$ cat src/rtl/f2h_pkg.sv
package f2h_pkg;

  typedef struct packed {
    logic [31:0] single_word;
    logic        last_element;
  } f2h_in_t;

  typedef struct packed {
    logic [15:0] half_word;
    logic        last_out;
  } f2h_out_t;

  // operand class decoded in the first stage
  typedef enum logic [1:0] {
    CLS_ZERO   = 2'd0,
    CLS_INF    = 2'd1,
    CLS_NAN    = 2'd2,
    CLS_FINITE = 2'd3
  } f2h_cls_e;

  // first stage result: classified operand with the shift amount prepared
  typedef struct packed {
    logic        sign;
    f2h_cls_e    cls;
    logic        normal;     // lands in the binary16 normal range
    logic [4:0]  hexp;       // biased binary16 exponent when normal
    logic [4:0]  shift;      // right shift for the subnormal path (14..24)
    logic [23:0] sig;        // significand with hidden bit
    logic        last;
  } f2h_dec_t;

  // second stage result: truncated body plus rounding information
  typedef struct packed {
    logic        sign;
    f2h_cls_e    cls;
    logic [14:0] body;
    logic        round_up;
    logic [9:0]  nan_pay;
    logic        last;
  } f2h_rnd_t;

  localparam logic [14:0] HalfInf = 15'h7C00;
  localparam logic [14:0] HalfQnan = 15'h7E00;

endpackage

$ cat src/rtl/f2h_decode.sv
module f2h_decode
  import f2h_pkg::*;
(
  input  f2h_in_t    in_i,
  output f2h_dec_t   dec_o
);

  logic [7:0] exp;
  logic [4:0] hexp_s;

  assign exp = in_i.single_word[30:23];
  // binary16 biased exponent: exp - 112
  assign hexp_s = 5'(exp - 8'd112);

  // classify the operand and prepare the shift
  always_comb begin
    dec_o.sign   = in_i.single_word[31];
    dec_o.sig    = {1'b1, in_i.single_word[22:0]};
    dec_o.last   = in_i.last_element;
    dec_o.hexp   = hexp_s;
    dec_o.normal = 1'b0;
    dec_o.shift  = 5'd0;
    if (exp == 8'hFF) begin
      dec_o.cls = (in_i.single_word[22:0] == 23'd0) ? CLS_INF : CLS_NAN;
    end else if (exp == 8'd0) begin
      dec_o.cls = CLS_ZERO;
    end else if (exp >= 8'd143) begin
      dec_o.cls = CLS_INF;
    end else if (exp >= 8'd113) begin
      dec_o.cls    = CLS_FINITE;
      dec_o.normal = 1'b1;
    end else if (exp < 8'd102) begin
      // shift beyond 24 leaves nothing
      dec_o.cls = CLS_ZERO;
    end else begin
      dec_o.cls   = CLS_FINITE;
      dec_o.shift = 5'(8'd126 - exp);
    end
  end

endmodule

$ cat src/rtl/f2h_round.sv
module f2h_round
  import f2h_pkg::*;
(
  input  f2h_dec_t dec_i,
  output f2h_rnd_t rnd_o
);

  logic [47:0] ext;
  logic [23:0] q;
  logic [23:0] rem;
  logic [23:0] half;
  logic [12:0] nrem;

  // align the significand for the subnormal path
  assign ext  = {dec_i.sig, 24'd0} >> dec_i.shift;
  assign q    = ext[47:24];
  assign rem  = ext[23:0];
  assign half = 24'h800000;
  assign nrem = dec_i.sig[12:0];

  // build the truncated body and the round-up decision
  always_comb begin
    rnd_o.sign    = dec_i.sign;
    rnd_o.cls     = dec_i.cls;
    rnd_o.last    = dec_i.last;
    rnd_o.nan_pay = dec_i.sig[22:13];
    if (dec_i.normal) begin
      rnd_o.body     = {dec_i.hexp, dec_i.sig[22:13]};
      rnd_o.round_up = (nrem > 13'h1000) || (nrem == 13'h1000 && dec_i.sig[13]);
    end else begin
      rnd_o.body     = q[14:0];
      rnd_o.round_up = (rem > half) || (rem == half && q[0]);
    end
  end

endmodule

$ cat src/rtl/fp32_to_fp16_converter_top.sv
// binary32 to binary16 converter, round to nearest even.
//
// Input channel: present a beat on in_i with start high; it is taken at
// the rising edge where start is high and busy is low. busy is tied
// low, so a beat may enter on every cycle.
// Output channel: each result appears on out_o for exactly one cycle with
// done_o high, and is taken at the edge that ends that cycle. The receiver
// cannot stall.
// Path: an accepted beat passes the decode register, round register and
// output register before done_o is high. Throughput: one beat per cycle,
// set by the three-stage pipeline.
// Reset (rst_ni low, asynchronous) clears all valid bits; beats in flight
// are dropped and done_o stays low until new beats arrive.
// The last_element flag travels with its beat to last_out.
module fp32_to_fp16_converter_top
  import f2h_pkg::*;
(
  input  logic     clk_i,
  input  logic     rst_ni,
  input  logic     start,
  input  f2h_in_t  in_i,
  output logic     busy,
  output logic     done_o,
  output f2h_out_t out_o
);

  f2h_dec_t dec_d, dec_q;
  f2h_rnd_t rnd_d, rnd_q;
  f2h_out_t out_d, out_q;
  logic     v1_q, v2_q, v3_q;
  logic     accept;

  assign busy   = 1'b0;
  assign accept = start && !busy;

  f2h_decode u_decode (.in_i(in_i), .dec_o(dec_d));
  f2h_round  u_round  (.dec_i(dec_q), .rnd_o(rnd_d));

  // apply rounding and special encodings
  always_comb begin
    out_d.last_out = rnd_q.last;
    unique case (rnd_q.cls)
      CLS_ZERO:   out_d.half_word = {rnd_q.sign, 15'd0};
      CLS_INF:    out_d.half_word = {rnd_q.sign, HalfInf};
      CLS_NAN:    out_d.half_word = {rnd_q.sign, HalfQnan | {5'd0, rnd_q.nan_pay}};
      CLS_FINITE: out_d.half_word = {rnd_q.sign, rnd_q.body + {14'd0, rnd_q.round_up}};
      default:    out_d.half_word = 16'd0;
    endcase
  end

  // advance valid bits
  always_ff @(posedge clk_i or negedge rst_ni) begin
    if (!rst_ni) begin
      v1_q <= 1'b0;
      v2_q <= 1'b0;
      v3_q <= 1'b0;
    end else begin
      v1_q <= accept;
      v2_q <= v1_q;
      v3_q <= v2_q;
    end
  end

  // advance payload
  always_ff @(posedge clk_i) begin
    dec_q <= dec_d;
    rnd_q <= rnd_d;
    out_q <= out_d;
  end

  assign done_o = v3_q;
  assign out_o  = out_q;

  a_done_follows: assert property (@(posedge clk_i) disable iff (!rst_ni)
    accept |=> ##2 done_o) else $error("beat lost in pipeline");
  a_no_ghost: assert property (@(posedge clk_i) disable iff (!rst_ni)
    done_o |-> $past(accept, 3)) else $error("result without input beat");
  a_last_kept: assert property (@(posedge clk_i) disable iff (!rst_ni)
    done_o |-> out_o.last_out == $past(in_i.last_element, 3))
    else $error("last flag mismatch");

endmodule
$ cat config.mk
export PLATFORM = sky130hd
export DESIGN_NAME = fp32_to_fp16_converter_top
export DESIGN_NICKNAME = d
export VERILOG_FILES = /design/src/rtl/f2h_pkg.sv /design/src/rtl/f2h_decode.sv /design/src/rtl/f2h_round.sv /design/src/rtl/fp32_to_fp16_converter_top.sv
export SDC_FILE = /design/constraint.sdc
export NUM_CORES = 1
export LEC_CHECK = 0
export ABC_AREA = 1
export BUFFER_PORTS_ARGS = -buffer_cell sky130_fd_sc_hd__buf_2
export CORE_MARGIN = 2
export CORE_UTILIZATION = 47
export DETAILED_ROUTE_END_ITERATION = 7
export PLACE_DENSITY_LB_ADDON = 0.25
export SLEW_MARGIN = 30
export SYNTH_ARGS = -nofsm -noshare
export SYNTH_HDL_FRONTEND = slang
export SYNTH_HIERARCHICAL = 1
export SYNTH_SLANG_ARGS = --single-unit
$ cat constraint.sdc
create_clock -name clk_i -period 1.9 [get_ports clk_i]
set_input_delay 0.19 -clock clk_i [delete_from_list [all_inputs] [get_ports clk_i]]
set_output_delay 0.19 -clock clk_i [all_outputs]
set_load 0.01 [all_outputs]
=== Word-level counts from Yosys, hierarchy flattened ===
Cells that the tools add are included.

* Register bits after elaboration: 87
* Input bits: 36
* Output and inout bits: 19
* Word-level logic and storage cells: 51

* Add/subtract/negate cells: 3
* Magnitude comparators: 5
* Equality and inequality tests: 6
* Shift operators: 1
* Multiplexer cells: 9
* Reductions and logical operators: 9

{| class="wikitable"
|+ Operators with widths
! operator !! number
|-
| one-hot mux 16 bit (4 select lines) || 1
|-
| right shift 48 x 5 -> 39 bit || 1
|-
| == test 24 bit (second input constant) || 1
|-
| > comparator 24 bit (second input constant) || 1
|-
| zero test 23 bit || 1
|-
| two-way mux 16 bit || 1
|-
| adder 15 x 1 -> 15 bit || 1
|-
| == test 13 bit (second input constant) || 1
|-
| > comparator 13 bit (second input constant) || 1
|-
| two-way mux 2 bit || 6
|-
| == test 8 bit (second input constant) || 1
|-
| greater-or-equal comparator 8 x 7 -> 1 bit (second input constant) || 1
|-
| greater-or-equal comparator 8 bit (second input constant) || 1
|-
| zero test 8 bit || 1
|-
| less-than comparator 8 x 7 -> 1 bit (second input constant) || 1
|-
| OR reduction 5 bit || 1
|-
| subtractor 5 bit (first input constant) || 1
|-
| subtractor 5 bit (second input constant) || 1
|-
| == test 2 bit (second input constant) || 2
|-
| OR reduction 3 bit || 1
|-
| == test 2 x 1 -> 1 bit (second input constant) || 1
|-
| logical AND 1 bit || 2
|-
| zero test 2 bit || 1
|-
| logical OR 1 bit || 2
|-
| two-way mux 1 bit || 1
|}

=== Depth between registers and ports, before layout ===
* Word-level depth: 6
* Mapped depth: 15
* Mapped depth without buffers: 13

=== Cells and area by module ===
Netlist, hierarchy kept.

{| class="wikitable"
|+ Modules (own cells, without submodules)
! module !! instances !! cells an instance !! area an instance (um^2) !! sequential area each (um^2)
|-
| fp32_to_fp16_converter_top || 1 || 199 || 2327.2 || 1776.7
|-
| f2h_round || 1 || 327 || 1600.3 || 0.0
|-
| f2h_decode || 1 || 102 || 600.6 || 0.0
|}

=== Least setup slack after synthesis ===
No wires, ideal clock.

* Path kind: reg2reg
* From: register dec_q[25] (netlist name)
* To: register rnd_q[11] (netlist name)
* Library setup time: 0.113 ns
* Data arrival time: 1.385 ns
* Required time: 1.787 ns
* Slack: 0.402 ns
* Stages on the path, launching flop included: 15
* Path buffers: 2
* Path through: dfxtp_1 > buf_6 > buf_4 > nand2_1 > nand3_2 > nand3_1 > nand2_1 > o21ai_1 > nand2_1 > nor2_1 > nand2_1 > nand2_1 > nand3_1 > nand2_1 > nand2_1

{| class="wikitable"
|+ RTL lines
! what !! RTL line !! text
|-
| start, declared || fp32_to_fp16_converter_top.sv:27 || <nowiki>f2h_dec_t dec_d, dec_q;</nowiki>
|-
| start signal, assigned || fp32_to_fp16_converter_top.sv:66 || <nowiki>dec_q <= dec_d;</nowiki>
|-
| end signal, assigned || fp32_to_fp16_converter_top.sv:67 || <nowiki>rnd_q <= rnd_d;</nowiki>
|-
| end, declared || fp32_to_fp16_converter_top.sv:28 || <nowiki>f2h_rnd_t rnd_d, rnd_q;</nowiki>
|}

==> impl_metrics.ini <==
[die]
rows = 35
io_pins = 55
core_um2 = 9280
fp.dieArea_um2 = 10400
fp.dieW_um = 102
die_y_um = 102
start_util = 0.487

[sta]
layout_setup_ws_ns = 0.114
drv_slew = 0
worst_pin_slew_ns = 0.535
rsz0062_at_grt = false
holdWs_ns = 0.0304
period_share = 0.940
hold_violations = 0
setup_viol = 0
slew_headroom = 0.641
tns_ns = 0
min_period_ns = 1.79
skew_ns = 0.0131
fmax_mhz = 560

[power]
p_leak_nw = 2.34
max-vdd-ir-drop_uv = 434
fin_total_pwr_mw = 4.42
p_per_area_nw_per_um2 = 869

[worst_setup_path]
end_kind = flop
start_kind = flop
worst-path-max-fanout = 24
path_class = flop to flop
critPathArrivalTime_ns = 2.04
crit_required_ns = 2.15

[synth]
syn-num-nets = 670
syn_area_um2 = 4520
postSynthCellCount = 627
ys_warn_count = 6
syn_avg_cell_area_um2 = 7.21

[grt]
antenna_found_initial = 0
grt_util_all_layers = 0.222
grt_pass1_wl_mm = 17.9
top_usage_layer = met2
grt_max_degree = 26
use_met2 = 0.347
gr-usage-met1 = 0.308
grt-ovfl-total = 0
use_met3 = 0.0342
grt_pass1_vias = 3763

[route]
routedWlPerCell_um = 13.7
post-route-drc-count = 0
vias_per_cell = 5.11
vias = 4080
routed_wl_mm = 10.9
firstDrtPassIters = 5
postRouteAntennaNets = 0
initialDrtViolationCount = 341

[min_path]
worstHoldPathType = input port to flop

[cts]
htreeDepth = 3
clockBufferDepth = 2
clock_latency_ns = 0.36
root_buffer = clkbuf_8
cts_sinks = 88
clk_pin_slew_ns = 0.10
cts_setup_buffers = 0
cts_buffers = 9
cts_tree = done

[placed_design]
place.gp.congestion = 0.941
hpwl_mm = 8.25
pre_cts_slack_ns = 0.0970
numPortBuffers = 53
dpl-instance-area_um2 = 4560

[layout]
num-fill-cells = 906
nets = 707
antenna_cells = 0
ff_latch_area_um2 = 1780
layout-drive-gt1-share = 0.167
multi_input_area_um2 = 2180
area_growth_pct = 12.5
final_cell_area_um2 = 5090

[run_status]
status = finished clean

[job]
maxCapViolCount = 0
==> registers in the layout, indices dropped and copies added, names as in the netlist <==
name	cells
v2_q	1
dec_q	39
out_d	1
out_o	17
done_o	1
v1_q	1
rnd_q	28
==> per-layer routing <==
| metal | part of all wire | wire (um) | up-vias |
|---|---|---|---|
| met1 | 0.46 | 5080 | 1810 |
| met2 | 0.45 | 4880 | 170 |
| li1 | - | - | 2078 |
| met5 | 0 | 0 | - |
| met4 | 0.023 | 255 | 0 |
| met3 | 0.065 | 714 | 22 |
==> cell type report <==
type	count	area share
inverters	32	0.0251
clock inverters	7	0.0145
flip-flops and latches	88	0.350
repair buffers	90	0.125
clock buffers	9	0.0244
well taps	129	0.0317
multi-input cells	443	0.429
==> through the flow <==
step                      cells  utilization
after floorplan             627            -
after global placement      752        0.491
after detailed placement    752        0.491
after CTS                   798        0.545
after global routing        798        0.548
final                       798        0.548
==> final timing paths <==
| path | from | endpoint | slack [ns] | depth (start not counted) |
|---|---|---|---|---|
| worst min register to register | out_d[0] | out_o[0] | 0.34 | 0 |
| worst min-delay path | in_i[24] | dec_q[30] | 0.03 | 1 |
| min in group asynchronous | rst_ni | v1_q | 0.15 | 2 |
| worst max-delay path | dec_q[25] | rnd_q[11] | 0.11 | 13 |
| max in group asynchronous | rst_ni | v2_q | 1.65 | 2 |
| worst max register to register | dec_q[25] | rnd_q[11] | 0.11 | 13 |
==> power breakdown <==
part           internal [mW]  switching, mW  total [mW]
clock                  0.515          0.721        1.24
combinational          0.388          0.630        1.02
sequential              2.03          0.137        2.17
total                   2.93           1.49        4.42
==> timing repair <==
action                                  CTS  global route
endpoints found under the setup margin    0             1
resized for setup                         0            10
endpoints found under the hold margin    32             0
hold buffers                             30             0
==> layout by cell type (no fill, tap or decap), types with 2 or more instances in the layout <==
| master | count |
|---|---|
| nand3_1 | 126 |
| conb_1 | 2 |
| and2_1 | 2 |
| dlygate4sd3_1 | 30 |
| a21oi_1 | 6 |
| nor2_2 | 2 |
| xnor2_1 | 4 |
| inv_8 | 2 |
| nand2_2 | 13 |
| nand2_1 | 173 |
| nor4_1 | 2 |
| buf_6 | 2 |
| inv_6 | 2 |
| nor2_4 | 3 |
| o211ai_1 | 4 |
| o21ai_0 | 15 |
| dfrtp_1 | 3 |
| buf_2 | 53 |
| clkinv_4 | 3 |
| buf_4 | 4 |
| nor2_1 | 42 |
| nand3_2 | 7 |
| o221ai_1 | 2 |
| clkbuf_8 | 9 |
| ha_1 | 7 |
| o21ai_1 | 10 |
| inv_1 | 28 |
| xor2_1 | 3 |
| dfxtp_1 | 83 |
| nand4_1 | 9 |
==> worst max-delay path, cell delays in order, from the launching register on <==
cell and delay (ns):
dfxtp_4 0.37, buf_12 0.16, nand2_1 0.08, nand3_1 0.14
nand3_1 0.13, nand3_1 0.10, nand2_1 0.15, nand2_1 0.07
nor2_1 0.15, nand2_1 0.07, nand2_1 0.06, nand3_1 0.07
nand2_1 0.06, nand2_1 0.05
Note: power is estimated with default switching activity, not from simulation.
